[src/hw/rtl/smx_pkg.sv]
`timescale 1ns / 1ps

package smx_pkg;

  localparam int WORD_W      = 32;
  localparam int PAYLOAD_W   = 30;
  localparam int OUT_COUNT_W = 9;
  localparam int ERR_W       = 2;
  localparam int OUT_TDATA_W = 48;

  localparam logic [PAYLOAD_W-1:0] PRIM_HALT = 30'd0;
  localparam logic [PAYLOAD_W-1:0] PRIM_ADD  = 30'd1;
  localparam logic [PAYLOAD_W-1:0] PRIM_SUB  = 30'd2;
  localparam logic [PAYLOAD_W-1:0] PRIM_MUL  = 30'd3;
  localparam logic [PAYLOAD_W-1:0] PRIM_DIV  = 30'd4;

  localparam logic [ERR_W-1:0] ERR_NONE  = 2'd0;
  localparam logic [ERR_W-1:0] ERR_UNDER = 2'd1;
  localparam logic [ERR_W-1:0] ERR_OVER  = 2'd2;
  localparam logic [ERR_W-1:0] ERR_DIVZ  = 2'd3;

  typedef enum logic [2:0] {
    OP_PUSH,
    OP_HALT,
    OP_ADD,
    OP_SUB,
    OP_MUL,
    OP_DIV,
    OP_NOP
  } op_kind_t;

  typedef struct packed {
    op_kind_t             op;
    logic [PAYLOAD_W-1:0] data;
  } op_item_t;

endpackage

[src/hw/rtl/smx_front.sv]
`timescale 1ns / 1ps

module smx_front
  import smx_pkg::*;
(
  input  logic              clk,
  input  logic              rst_n,
  input  logic              in_tvalid,
  output logic              in_tready,
  input  logic [WORD_W-1:0] in_tdata,
  output logic              head_valid,
  output op_item_t          head,
  input  logic              pop
);

  op_item_t    ent_r [2];
  logic        wr_ptr_r, wr_ptr_nxt;
  logic        rd_ptr_r, rd_ptr_nxt;
  logic [1:0]  cnt_r, cnt_nxt;
  logic        push;
  op_item_t    cls;

  // Decode header and primitive code.
  always_comb begin
    cls.data = in_tdata[PAYLOAD_W-1:0];
    if (!in_tdata[WORD_W-2]) begin
      cls.op = OP_PUSH;
    end else begin
      case (in_tdata[PAYLOAD_W-1:0])
        PRIM_HALT: cls.op = OP_HALT;
        PRIM_ADD:  cls.op = OP_ADD;
        PRIM_SUB:  cls.op = OP_SUB;
        PRIM_MUL:  cls.op = OP_MUL;
        PRIM_DIV:  cls.op = OP_DIV;
        default:   cls.op = OP_NOP;
      endcase
    end
  end

  assign in_tready  = (cnt_r != 2'd2);
  assign push       = in_tvalid && in_tready;
  assign head_valid = (cnt_r != 2'd0);
  assign head       = ent_r[rd_ptr_r];

  always_comb begin
    wr_ptr_nxt = push ? ~wr_ptr_r : wr_ptr_r;
    rd_ptr_nxt = pop ? ~rd_ptr_r : rd_ptr_r;
    cnt_nxt    = cnt_r + {1'b0, push} - {1'b0, pop};
  end

  always_ff @(posedge clk) begin
    if (!rst_n) begin
      wr_ptr_r <= 1'b0;
      rd_ptr_r <= 1'b0;
      cnt_r    <= 2'd0;
    end else begin
      wr_ptr_r <= wr_ptr_nxt;
      rd_ptr_r <= rd_ptr_nxt;
      cnt_r    <= cnt_nxt;
    end
  end

  always_ff @(posedge clk) begin
    if (push) begin
      ent_r[wr_ptr_r] <= cls;
    end
  end

endmodule

[config.mk]
export PLATFORM = sky130hd
export DESIGN_NAME = smx_front
export DESIGN_NICKNAME = d
export VERILOG_FILES = /design/src/hw/rtl/smx_pkg.sv /design/src/hw/rtl/smx_front.sv
export SDC_FILE = /design/constraint.sdc
export NUM_CORES = 1
export LEC_CHECK = 0
export BUFFER_PORTS_ARGS = -buffer_cell sky130_fd_sc_hd__buf_2
export CORE_MARGIN = 1
export CORE_UTILIZATION = 52
export CTS_CLUSTER_DIAMETER = 150
export DETAILED_ROUTE_END_ITERATION = 12
export PLACE_DENSITY = 0.78
export RECOVER_POWER = 50
export SETUP_SLACK_MARGIN = 0.4
export SLEW_MARGIN = 20
export SYNTH_ARGS = -nofsm -noshare
export SYNTH_HDL_FRONTEND = slang
export SYNTH_SLANG_ARGS = --single-unit
[constraint.sdc]
create_clock -name clk -period 2.05 [get_ports clk]
set_input_delay 0.205 -clock clk [delete_from_list [all_inputs] [get_ports clk]]
set_output_delay 0.205 -clock clk [all_outputs]
set_load 0.1 [all_outputs]
=== Word level (Yosys, flattened, before mapping) ===
Memories as Yosys holds them, arrays and structs flattened. A register that Yosys moved wholly into a read port is not among the register bits.
Index checks and enable logic that the tools add are counted.

* Bitwise operators: 2
* Reduce and logical (&&, ||, !) cells: 3
* $add $sub $neg: 2
* Eq/ne operators: 5
* Multiplexer cells: 6

{| class="wikitable"
|+ Operators by type and width
! cell !! count
|-
| == test 30 x 2 -> 1 bit, second input constant || 2
|-
| == test 30 x 1 -> 1 bit, second input constant || 1
|-
| == test 30 x 3 -> 1 bit, second input constant || 1
|-
| zero test 30 bit || 1
|-
| case mux 3 bit (5 select lines) || 1
|-
| 2-to-1 mux 1 bit || 4
|-
| 2-to-1 mux 3 bit || 1
|-
| adder 2 x 1 -> 2 bit || 1
|-
| inequality test 2 bit, second input constant || 1
|-
| inverter 1 bit || 2
|-
| nonzero test 2 bit || 1
|-
| subtractor 2 x 1 -> 2 bit || 1
|-
| logical AND 1 bit || 1
|}

* Register bits after elaboration: 4
* Memories kept: 1
* Bits in writable memories: 66
* Output and inout port bits: 35

{| class="wikitable"
|+ Memories
! name !! words !! width !! read ports !! clocked after memory_dff !! wr ports !! line !! source
|-
| ent_r || 2 || 33 || 1 || 1 || 1 || smx_front.sv:16 || <nowiki>op_item_t ent_r [2];</nowiki>
|}

=== Longest topological paths before layout ===
Gate-level depths: netlist of run 1.

* Depth in word-level cells: 4
* Mapped depth: 8
* Depth with buffers taken out: 8

=== Least setup slack after synthesis of run 1 ===
No wires, ideal clock.

* Kind: register to register
* Start: register cnt_r[0]
* End: memory ent_r[1][0] (netlist bit) (enable)
* Clock period less this slack: 2,545 ps
* Stages on the path, launching flop included: 3
* Slack: -495 ps
* Required time: 1,657 ps
* Setup time: 393 ps
* Arrival: 2,152 ps
* Cells stage by stage: dfxtp_1 -> nand2b_1 -> and3_1

* Longest elaborated chain between the ends: 4

{| class="wikitable"
|+ Ends and longest elaborated chain
! what !! line !! source
|-
| from (decl) || smx_front.sv:19 || <nowiki>logic [1:0] cnt_r, cnt_nxt;</nowiki>
|-
| from (signal assigned) || smx_front.sv:59 || <nowiki>cnt_r <= cnt_nxt;</nowiki>
|-
| inequality test 2 bit || smx_front.sv:40 || <nowiki>assign in_tready = (cnt_r != 2'd2);</nowiki>
|-
| net in_tready || smx_front.sv:9 || <nowiki>output logic in_tready,</nowiki>
|-
| logical AND 1 bit || smx_front.sv:41 || <nowiki>assign push = in_tvalid && in_tready;</nowiki>
|-
| 2-to-1 mux 1 bit || smx_front.sv:64 || <nowiki>if (push) begin</nowiki>
|-
| 2-to-1 mux 1 bit (not written as such) || smx_front.sv:65 || <nowiki>ent_r[wr_ptr_r] <= cls;</nowiki>
|-
| to (decl) || smx_front.sv:16 ||
|}

The timed path passes the listed nets, and every way through them passes these cells.

==> impl_metrics.csv, run 1 <==
group,metric,value,unit
final_layout,stdcell_area,3760,sq um
routing,wl,5.40,mm
routing,drtIter0Drc,68,
synth,synthArstFlopShare,0,%
power_and_ir_drop,total_leakage_power,0.00142,uW
synth,netlist_top_cells_count,"edfxtp_1, mux2_4, dfxtp_1, nor4_1, inv_1",
final_layout,area_growth,32.2,%
final_layout,finish.utilization,72.6,%
placed_design,place_area,3310,sq um
synth,synth_ff_type,"edfxtp_1",
synth,ys_ff_latch,71,
worst_setup_path,crit_slowest_cell,"dfxtp_4",
sta,finalCritPeriodShare,81.6,%
job,drv_cap,0,
sta,clock_skew,0.00483,ns
global_routing,busiest_layer,"met2",
sta,drv_slew,0,
clocking,numCtsBuffers,9,
synth,syn_nets,182,
clocking,cts_tree,"built",
sta,rsz0062_at_grt,"true",
sta,tightest_slew,0.481,ns
synth,synth-edff-count,66,
sta,setup_viol,0,
global_routing,globalRouteTotalUtil,20.1,%
worst_setup_path,cp_data_required_time,1.85,ns
die,placementRows,26,
die,initial_core_util,54.9,%
placed_design,io_buffers,69,
clocking,root_buffer,"clkbuf_8",
clocking,cts.reportedPaths.clkPinSlew,0.07,ns
sta,finalCriticalPeriod,1.67,ns
placed_design,dp.cells,282,
die,dieHeight,75.9,microns
final_layout,nFillCells,330,
synth,synth_top_area_share,69.7,%
final_layout,layout.nets,263,
outcome,status,"finished, final reports clean",
routing,via_count,1585,
sta,max_freq,598,MHz
clocking,postCtsHoldBufs,0,
die,io_pins,71,
die,core_area,5170,sq um
routing,viasPerCell,5.28,
global_routing,grt_use_met2,34.4,%
global_routing,grt_pass1_vias,1677,
clocking,clock_sinks,71,
worst_setup_path,worst-endpoint-arrival,1.47,ns
die,die_area,5760,sq um
synth,syn_avg_cell_area,19.7,sq um
worst_setup_path,endpoint_kind,"output port",
routing,post_drt_wl_per_cell,18.0,microns
min_path,hold_start,"rst_n",
placed_design,dp_hpwl,3.25,mm
final_layout,antenna_cells,0,
global_routing,grt.met1_usage,23.0,%
synth,yosys-top-cells-area,"edfxtp_1, mux2_4, dfxtp_1",
global_routing,grt_pass1_wl,8.45,mm
synth,synth_area,2840,sq um
synth,ys_warn_count,0,
clocking,clock_latency,0.34,ns
power_and_ir_drop,power,4790,uW
synth,synth-seq-area-share,73.3,%
final_layout,drive_above_1_share,41.3,%
global_routing,grt_use_met3,6.27,%
clocking,cts_buffer_depth,2,
clocking,postCtsSetupRepairBufs,0,
synth,yosysUniqueCellTypes,26,
routing,drt-pass1-iter-count,4,
synth,syn-instance-count,144,
worst_setup_path,max_stage_delay,0.43,ns
final_layout,final_cells,300,
global_routing,grt_overflow,0,
power_and_ir_drop,cellPowerDensity,1280,nW/um^2
min_path,min_path_type,"in2reg",
global_routing,antenna_found_initial,0,
sta,hold_viol_final,0,
routing,ant_nets,0,
sta,relSlewSlack,67.9,%
routing,drc,0,
global_routing,grt_max_degree,34,
sta,setup_tns,0,ns
placed_design,gp_congestion,0.705,
worst_setup_path,path_delay_family,"flip-flops",
clocking,htree_levels,3,
worst_setup_path,crit_fanout,16,
worst_setup_path,cp_num_buf_inv,2,
worst_setup_path,path_cells,"buf_16, mux2_4, buf_6",
worst_setup_path,critPathLaunchType,"flop",
power_and_ir_drop,vdd_drop_max,998,uV
worst_setup_path,reg2reg_from,"cnt_r[0]",
worst_setup_path,path_class,"reg2out",
synth,synth.most_common_cell,"edfxtp_1",
die,die_x,75.9,microns
synth,synth_top_area_cell,"edfxtp_1",
## per-stage QoR
step / worst slack, ns / hold slack (ns)
5_1_grt: 0.318 / 0.0827
3_5_place_dp: 0.558 / 0.415
4_1_cts: 0.350 / 0.0513
2_1_floorplan: 0.359 / 0.304
6_report: 0.377 / 0.0880
3_3_place_gp: 0.597 / 0.406
## report_power, final
group	total, uW	switching [uW]	internal, uW
logic	1900	1340	556
registers	1880	65.5	1820
clock network	1020	471	546
## what timing repair did
action	CTS	global route
gates cloned	2	0
endpoints found under the setup margin	33	33
gates resized for setup	71	12
## per-layer routing
metal / vias up / wire length, microns
met2: 53 / 2860
met4: 0 / 80
met3: 9 / 257
li1: 727 / -
met1: 796 / 2200
met5: - / 0
## kinds of logic after synthesis
family	synth area share [%]
muxes	17.0
DFF	73.3
AOI/OAI and AO/OA	1.59
and+or+nand+nor	4.40
xor gates and xnor gates	0.925
adders and majority gates	0.881
buffers and inverters	1.89
## area by class of cell
| cell class | instances | area [sq um] | share of cell area, % |
|---|---|---|---|
| clock buffer | 10 | 128 | 3.40 |
| clock inverter | 6 | 51.3 | 1.37 |
| inverter | 4 | 18.8 | 0.500 |
| multi-input combinational | 65 | 707 | 18.8 |
| sequential | 71 | 2090 | 55.6 |
| tap | 70 | 87.6 | 2.33 |
| timing repair buffer | 74 | 677 | 18.0 |
## layout by cell type, fill, tap and decap left out
cell / synthesis / routed
edfxtp_1: 66 / 66
clkbuf_1: 0 / 31
mux2_4: 30 / 30
buf_6: 3 / 25
clkbuf_8: 0 / 9
buf_12: 0 / 8
buf_2: 1 / 6
nor4_1: 5 / 5
inv_1: 4 / 3
mux2_2: 3 / 3
nor2_1: 3 / 3
clkinv_1: 0 / 3
dfxtp_1: 5 / 3
and3_1: 3 / 2
nand3b_1: 2 / 2
a31oi_1: 2 / 2
xnor2_1: 2 / 2
a21oi_1: 2 / 2
ha_1: 2 / 2
clkinv_2: 0 / 2
buf_16: 0 / 2
buf_8: 0 / 2
nor4_2: 1 / 1
and4_1: 1 / 1
nor3_1: 1 / 1
o21ai_0: 1 / 1
a211oi_1: 1 / 1
nand2b_1: 1 / 1
nand2_1: 1 / 1
or2_2: 1 / 1
and3_2: 0 / 1
clkinvlp_4: 0 / 1
and2_1: 1 / 1
a21bo_1: 1 / 1
xor2_1: 1 / 1
dfxtp_4: 0 / 1
bufinv_16: 0 / 1
dfxtp_2: 0 / 1
clkbuf_4: 0 / 1
## final timing paths
path	end	slack (ns)	depth (start not counted)
setup / recovery	head[3]	0.38	3
hold / removal	cnt_r[0]	0.09	2
setup reg to reg	ent_r[0][3]	0.46	4
hold reg to reg	rd_ptr_r	0.55	2
## registers in the layout, summed over array words and instances, names as in the netlist, named ones only
signal    flops
cnt_r         2
ent_r        66
rd_ptr_r      1
wr_ptr_r      1
No activity file was read; power rests on OpenSTA's default activity.
==> run 2: changes to the inputs <==
--- a/config.mk
+++ b/config.mk
@@ -5,12 +5,13 @@
 export SDC_FILE = /design/constraint.sdc
 export NUM_CORES = 1
 export LEC_CHECK = 0
+export ABC_AREA = 1
 export BUFFER_PORTS_ARGS = -buffer_cell sky130_fd_sc_hd__buf_2
 export CORE_MARGIN = 1
-export CORE_UTILIZATION = 52
+export CORE_UTILIZATION = 47
 export CTS_CLUSTER_DIAMETER = 150
 export DETAILED_ROUTE_END_ITERATION = 12
-export PLACE_DENSITY = 0.78
+export PLACE_DENSITY = 0.75
 export RECOVER_POWER = 50
 export SETUP_SLACK_MARGIN = 0.4
 export SLEW_MARGIN = 20
==> constraint.sdc (replaced) <==
create_clock -name clk -period 1.5 [get_ports clk]
set_input_delay 0.15 -clock clk [delete_from_list [all_inputs] [get_ports clk]]
set_output_delay 0.15 -clock clk [all_outputs]
set_load 0.1 [all_outputs]
==> run 2 against run 1 <==
  * The flow now finishes with violations (setup timing)
  * Synthesized cell count up 22%
  * Routed wire length rose by 13%
  * Clock power grew 74%
  * Cell count up 20%
  * Setup slack lost 0.45 ns
  * Clock skew increased by 0.0029 ns
  * Final area is 24% higher
  * Combinational power is 47% higher
  * Highest routed layer unchanged
==> impl_metrics.csv, run 2 <==
group,metric,value,unit
worst_setup_path,ff2ff_setup_slack,0.01,ns
synth,yosys-top-cells-area,"edfxtp_1, mux2_2, dfxtp_1",
synth,ys_warn_count,0,
sta,max_freq,635,MHz
sta,hold_viol_final,0,
job,drv_cap,0,
final_layout,antenna_cells,0,
worst_setup_path,path_class,"reg2out",
sta,fin_ws,-0.0740,ns
final_layout,top_register,"ent_r",
routing,drtIter0Drc,53,
sta,rsz0062_at_grt,"true",
sta,clock_skew,0.00769,ns
routing,post_drt_wl_per_cell,16.9,microns
final_layout,final_common_cell,"edfxtp_1",
clocking,cts_tree,"built",
synth,synth_top_area_cell,"edfxtp_1",
power_and_ir_drop,cellPowerDensity,1510,nW/um^2
worst_setup_path,cp_data_required_time,1.35,ns
routing,via_count,1813,
synth,synth_top_area_share,70.6,%
global_routing,grt_max_degree,15,
final_layout,nFillCells,276,
worst_setup_path,endpoint,"head[11]",
synth,syn_nets,214,
worst_setup_path,critPathLaunchType,"flop",
clocking,clock_latency,0.34,ns
outcome,violations,"setup timing",
die,dieHeight,79.3,microns
global_routing,grt_pass1_vias,1880,
synth,synth_ff_type,"edfxtp_1",
sta,finalCriticalPeriod,1.57,ns
final_layout,largest_registers,"ent_r: 66 flops, cnt_r: 2 flops",
global_routing,antenna_found_initial,0,
global_routing,grt_overflow,0,
final_layout,final_cells,360,
worst_setup_path,r2r_end,"ent_r[1][15]",
outcome,status,"finished, violations left",
placed_design,place_ws,0.00358,ns
power_and_ir_drop,power,7030,uW
synth,syn_avg_cell_area,15.9,sq um
routing,viasPerCell,5.04,
die,core_area,5640,sq um
clocking,htree_levels,3,
synth,synth_area,2810,sq um
clocking,clock_sinks,71,
final_layout,finish.utilization,82.8,%
routing,drt-pass1-iter-count,4,
sta,relSlewSlack,82.4,%
worst_setup_path,crit_fanout,14,
final_layout,layout.nets,321,
min_path,min_path_type,"in2reg",
die,placementRows,27,
sta,setup_viol,33,
sta,tightest_slew,0.263,ns
routing,wl,6.08,mm
die,die_x,79.3,microns
clocking,postCtsHoldBufs,0,
synth,synth-seq-area-share,74.2,%
clocking,root_buffer,"clkbuf_8",
global_routing,grt_pass1_wl,9.34,mm
die,die_area,6280,sq um
final_layout,most-common-layout-cells,"edfxtp_1, buf_12, mux2_4, clkbuf_1, nor2_1",
clocking,cts_buffer_depth,2,
global_routing,globalRouteTotalUtil,21.0,%
die,io_pins,71,
synth,netlist_top_cells_count,"edfxtp_1, mux2_2, nor2_1",
placed_design,io_buffers,69,
final_layout,area_growth,66.5,%
synth,yosysUniqueCellTypes,21,
final_layout,largest_reg_flops,66,
power_and_ir_drop,vdd_drop_max,1090,uV
sta,finalCritPeriodShare,105,%
synth,synth.most_common_cell,"edfxtp_1",
synth,ys_ff_latch,71,
placed_design,dp_hpwl,3.43,mm
placed_design,gp_congestion,0.703,
worst_setup_path,reg2reg_depth,8,
clocking,numCtsBuffers,9,
routing,ant_nets,0,
synth,synth-edff-count,66,
clocking,cts.reportedPaths.clkPinSlew,0.07,ns
power_and_ir_drop,total_leakage_power,0.00182,uW
sta,drv_slew,0,
synth,syn-instance-count,176,
worst_setup_path,worst-endpoint-arrival,1.42,ns
final_layout,drive_above_1_share,45.8,%
synth,synthArstFlopShare,0,%
routing,drc,0,
sta,setup_tns,-1.67,ns
placed_design,dp.cells,319,
die,initial_core_util,49.7,%
worst_setup_path,endpoint_kind,"output port",
worst_setup_path,reg2reg_from,"cnt_r[0]",
[run 2: changes by cell type after synthesis, sizes merged, moves of 3 or more]
cell | previous run | this run
and3 | 3 | 0
nand2 | 1 | 17
nor4 | 6 | 0
nor2 | 3 | 24
nand3 | 0 | 3
inv | 4 | 9
[run 2: power by group]
group / switching (uW) / internal (uW) / total [uW]
registers: 76.9 / 2390 / 2470
clock network: 681 / 1090 / 1770
logic: 1610 / 1190 / 2790
total: 2370 / 4670 / 7030
[run 2: kinds of logic (layout without fill, tap and decap cells)]
logic type | Yosys count | after routing | synth area share [%]
AND/OR/NAND/NOR | 50 | 50 | 7.40
flip-flops | 71 | 71 | 74.2
buffers and inverters | 13 | 125 | 2.59
adder cells (fa/ha/maj) | 2 | 2 | 0.892
AO/OA/AOI/OAI | 5 | 5 | 1.07
multiplexers | 33 | 33 | 13.2
XOR/XNOR | 2 | 2 | 0.624
[run 2: timing repair]
item	in CTS	in global routing
endpoints found under the hold margin	0	0
pin swaps	9	3
gates cloned	5	1
resized for setup	43	8
buffers inserted	15	4
endpoints found under the setup margin	103	104
[run 2: layout make-up]
| type | count | area, sq um | share of cell area, % |
|---|---|---|---|
| multi-input cells | 92 | 870 | 18.6 |
| repair buffers | 100 | 1350 | 28.9 |
| clock buffers | 9 | 124 | 2.65 |
| clock inverters | 7 | 111 | 2.38 |
| well taps | 72 | 90.1 | 1.93 |
| inverters | 9 | 36.3 | 0.776 |
| flip-flops and latches | 71 | 2090 | 44.7 |
[run 2: worst min-delay path by stage]
stage	startpoint	end	slack (ns)	cells past startpoint
floorplan	rst_n	cnt_r[0]	0.24	2
global placement	in_tdata[29]	ent_r[0][29]	0.35	1
detailed placement	in_tdata[20]	ent_r[1][20]	0.36	1
CTS	in_tdata[20]	ent_r[1][20]	0.006	1
global route	rst_n	cnt_r[0]	0.04	3
finish	rst_n	cnt_r[0]	0.04	3
[run 2: through the flow]
| stage | hold WS, ns | cell area, sq um |
|---|---|---|
| 2_1_floorplan | 0.243 | 3000 |
| 4_1_cts | 0.00603 | 4630 |
| 6_report | 0.0367 | 4670 |
| 3_3_place_gp | 0.348 | 3940 |
| 3_5_place_dp | 0.356 | 3940 |
| 5_1_grt | 0.0374 | 4670 |
[run 2: routing by layer]
| metal | share of wire [%] | vias up | track usage, % |
|---|---|---|---|
| met5 | 0 | - | 0 |
| met4 | 1.9 | 0 | 10.7 |
| met3 | 4.6 | 11 | 4.25 |
| met2 | 55 | 60 | 37.8 |
| met1 | 38 | 882 | 23.5 |
| li1 | - | 860 | - |
[run 2: worst max-delay path: stages, from the launching register on]
cell and delay, ns:
dfxtp_4 0.40, buf_12 0.18, mux2_4 0.34, buf_12 0.17
==> run 3: changes to the inputs <==
--- a/config.mk
+++ b/config.mk
@@ -7,6 +7,7 @@
 export LEC_CHECK = 0
 export ABC_AREA = 1
 export BUFFER_PORTS_ARGS = -buffer_cell sky130_fd_sc_hd__buf_2
+export CORE_ASPECT_RATIO = 0.6
 export CORE_MARGIN = 1
 export CORE_UTILIZATION = 47
 export CTS_CLUSTER_DIAMETER = 150
==> run 3 against run 2 <==
  * The flow still finishes with violations (setup timing)
  * Clock-buffer cell count rose by 1
  * Die area rose by 0.16%
  * Final area up 4.4%
  * Flip-flop and latch count did not move
  * Via count up 14%
==> impl_metrics.csv, run 3 (synthesized netlist as in run 2, its figures left out) <==
group,metric,value,unit
clocking,cts_buffer_depth,2,
sta,hold_slack,0.0591,ns
routing,drtIter0Drc,178,
global_routing,antenna_found_initial,0,
die,initial_core_util,49.4,%
worst_setup_path,cp_data_required_time,1.35,ns
power_and_ir_drop,p_sw,2530,uW
final_layout,antenna_cells,0,
routing,wl,8.41,mm
global_routing,grt_pass1_vias,1935,
job,drv_cap,0,
worst_setup_path,reg2reg_depth,8,
power_and_ir_drop,cellPowerDensity,1420,nW/um^2
placed_design,io_buffers,69,
routing,ant_nets,0,
final_layout,area_growth,73.9,%
worst_setup_path,endpoint_kind,"output port",
global_routing,globalRouteTotalUtil,25.0,%
power_and_ir_drop,p_clk_share,22.4,%
power_and_ir_drop,p_int,4400,uW
sta,tightest_slew,0.327,ns
global_routing,grt_overflow,0,
worst_setup_path,ff2ff_setup_slack,-0.03,ns
routing,post_drt_wl_per_cell,21.6,microns
sta,clock_skew,0.00849,ns
placed_design,dp_hpwl,3.85,mm
die,die_x,102,microns
final_layout,largest_reg_flops,66,
worst_setup_path,reg2reg_from,"cnt_r[0]",
clocking,htree_levels,3,
sta,fin_ws,-0.124,ns
final_layout,most-common-layout-cells,"edfxtp_1, buf_12, mux2_4, dlygate4sd3_1, clkbuf_1",
worst_setup_path,critPathLaunchType,"flop",
sta,finalCritPeriodShare,108,%
global_routing,grt_pass1_wl,10.6,mm
min_path,whs_path_depth,3,
worst_setup_path,path_class,"reg2out",
clocking,clock_sinks,71,
clocking,root_buffer,"clkbuf_8",
sta,max_freq,616,MHz
sta,relSlewSlack,78.0,%
power_and_ir_drop,p_sw_share,36.5,%
routing,drc,0,
routing,drt-pass1-iter-count,4,
die,placementRows,21,
die,io_pins,71,
clocking,numCtsBuffers,9,
outcome,violations,"setup timing",
die,dieHeight,61.9,microns
worst_setup_path,worst-endpoint-arrival,1.47,ns
final_layout,finish.utilization,86.0,%
min_path,hold_start,"rst_n",
power_and_ir_drop,vdd_drop_max,1410,uV
outcome,status,"finished, violations left",
worst_setup_path,crit_fanout,14,
die,die_area,6290,sq um
final_layout,layout.nets,342,
sta,drv_slew,0,
final_layout,final_common_cell,"edfxtp_1",
sta,setup_viol,43,
global_routing,grt_max_degree,17,
power_and_ir_drop,total_leakage_power,0.00191,uW
final_layout,top_register,"ent_r",
sta,hold_viol_final,0,
power_and_ir_drop,pwr-share-seq,35.8,%
routing,via_count,2066,
min_path,min_path_type,"in2reg",
clocking,cts_tree,"built",
power_and_ir_drop,combPwrFrac,41.8,%
routing,viasPerCell,5.31,
die,core_area,5680,sq um
sta,finalCriticalPeriod,1.62,ns
final_layout,largest_registers,"ent_r: 66 flops, cnt_r: 2 flops",
clocking,cts.reportedPaths.clkPinSlew,0.08,ns
clocking,clock_latency,0.36,ns
min_path,holdPathEnd,"cnt_r[0]",
final_layout,drive_above_1_share,47.2,%
sta,rsz0062_at_grt,"true",
worst_setup_path,r2r_end,"ent_r[0][7]",
placed_design,gp_congestion,0.634,
## run 3: through the flow
step / setup TNS, ns / power (uW) / instances / instance area, sq um / setup slack [ns]
3_5_place_dp: 0 / 4850 / 327 / 3980 / 0.0409
6_report: -3.63 / 6930 / 389 / 4880 / -0.124
5_1_grt: -4.86 / 7120 / 389 / 4880 / -0.147
4_1_cts: -3.30 / 6700 / 374 / 4680 / -0.117
2_1_floorplan: -4.18 / 4060 / 176 / 3000 / -0.0798
3_3_place_gp: 0 / 4810 / 327 / 3980 / 0.0848
## run 3: power by group through the flow
stage / clock, uW / combinational (uW) / sequential [uW]
floorplan: 0 / 1580 / 2480
global placement: 0 / 2320 / 2490
detailed placement: 0 / 2340 / 2500
CTS: 1520 / 2710 / 2470
global route: 1650 / 2980 / 2500
finish: 1550 / 2900 / 2480
## run 3: layout make-up
| type | count | area [sq um] |
|---|---|---|
| flip-flops and latches | 71 | 2090 |
| repair buffers | 121 | 1570 |
| multi-input cells | 92 | 886 |
| fillers | 256 | 795 |
| clock buffers | 10 | 128 |
| well taps | 80 | 100 |
| clock inverters | 6 | 70.1 |
| inverters | 9 | 36.3 |
## run 3: worst max path at each step
stage / from / endpoint / slack [ns] / depth (start not counted)
CTS: flop / head[18] / -0.12 / 3
global route: flop / head[18] / -0.15 / 3
finish: flop / head[14] / -0.12 / 3
global placement: cnt_r[0] / cnt_r[1] / 0.08 / 9
floorplan: cnt_r[0] / ent_r[1][0] / -0.08 / 4
detailed placement: cnt_r[0] / cnt_r[1] / 0.04 / 9
## run 3: layer usage
| layer | global-route usage, % | share of wire (%) |
|---|---|---|
| met5 | 0 | 0 |
| met4 | 9.11 | 2.2 |
| met3 | 11.0 | 9.8 |
| met2 | 39.9 | 48 |
| met1 | 31.1 | 40 |
## run 3: worst max-delay path, cell delays in order, from the launching register on
cell and delay, ns:
dfxtp_4 0.41, buf_12 0.18, mux2_4 0.34, buf_12 0.17
## run 3: timing repair
item / 4_1_cts / 5_1_grt
cloned: 5 / 3
hold buffers: 13 / 9
pin swaps: 9 / 5
hold endpoints to repair: 22 / 13
buffers inserted: 13 / 3
resized for setup: 36 / 11
setup endpoints to repair: 103 / 108
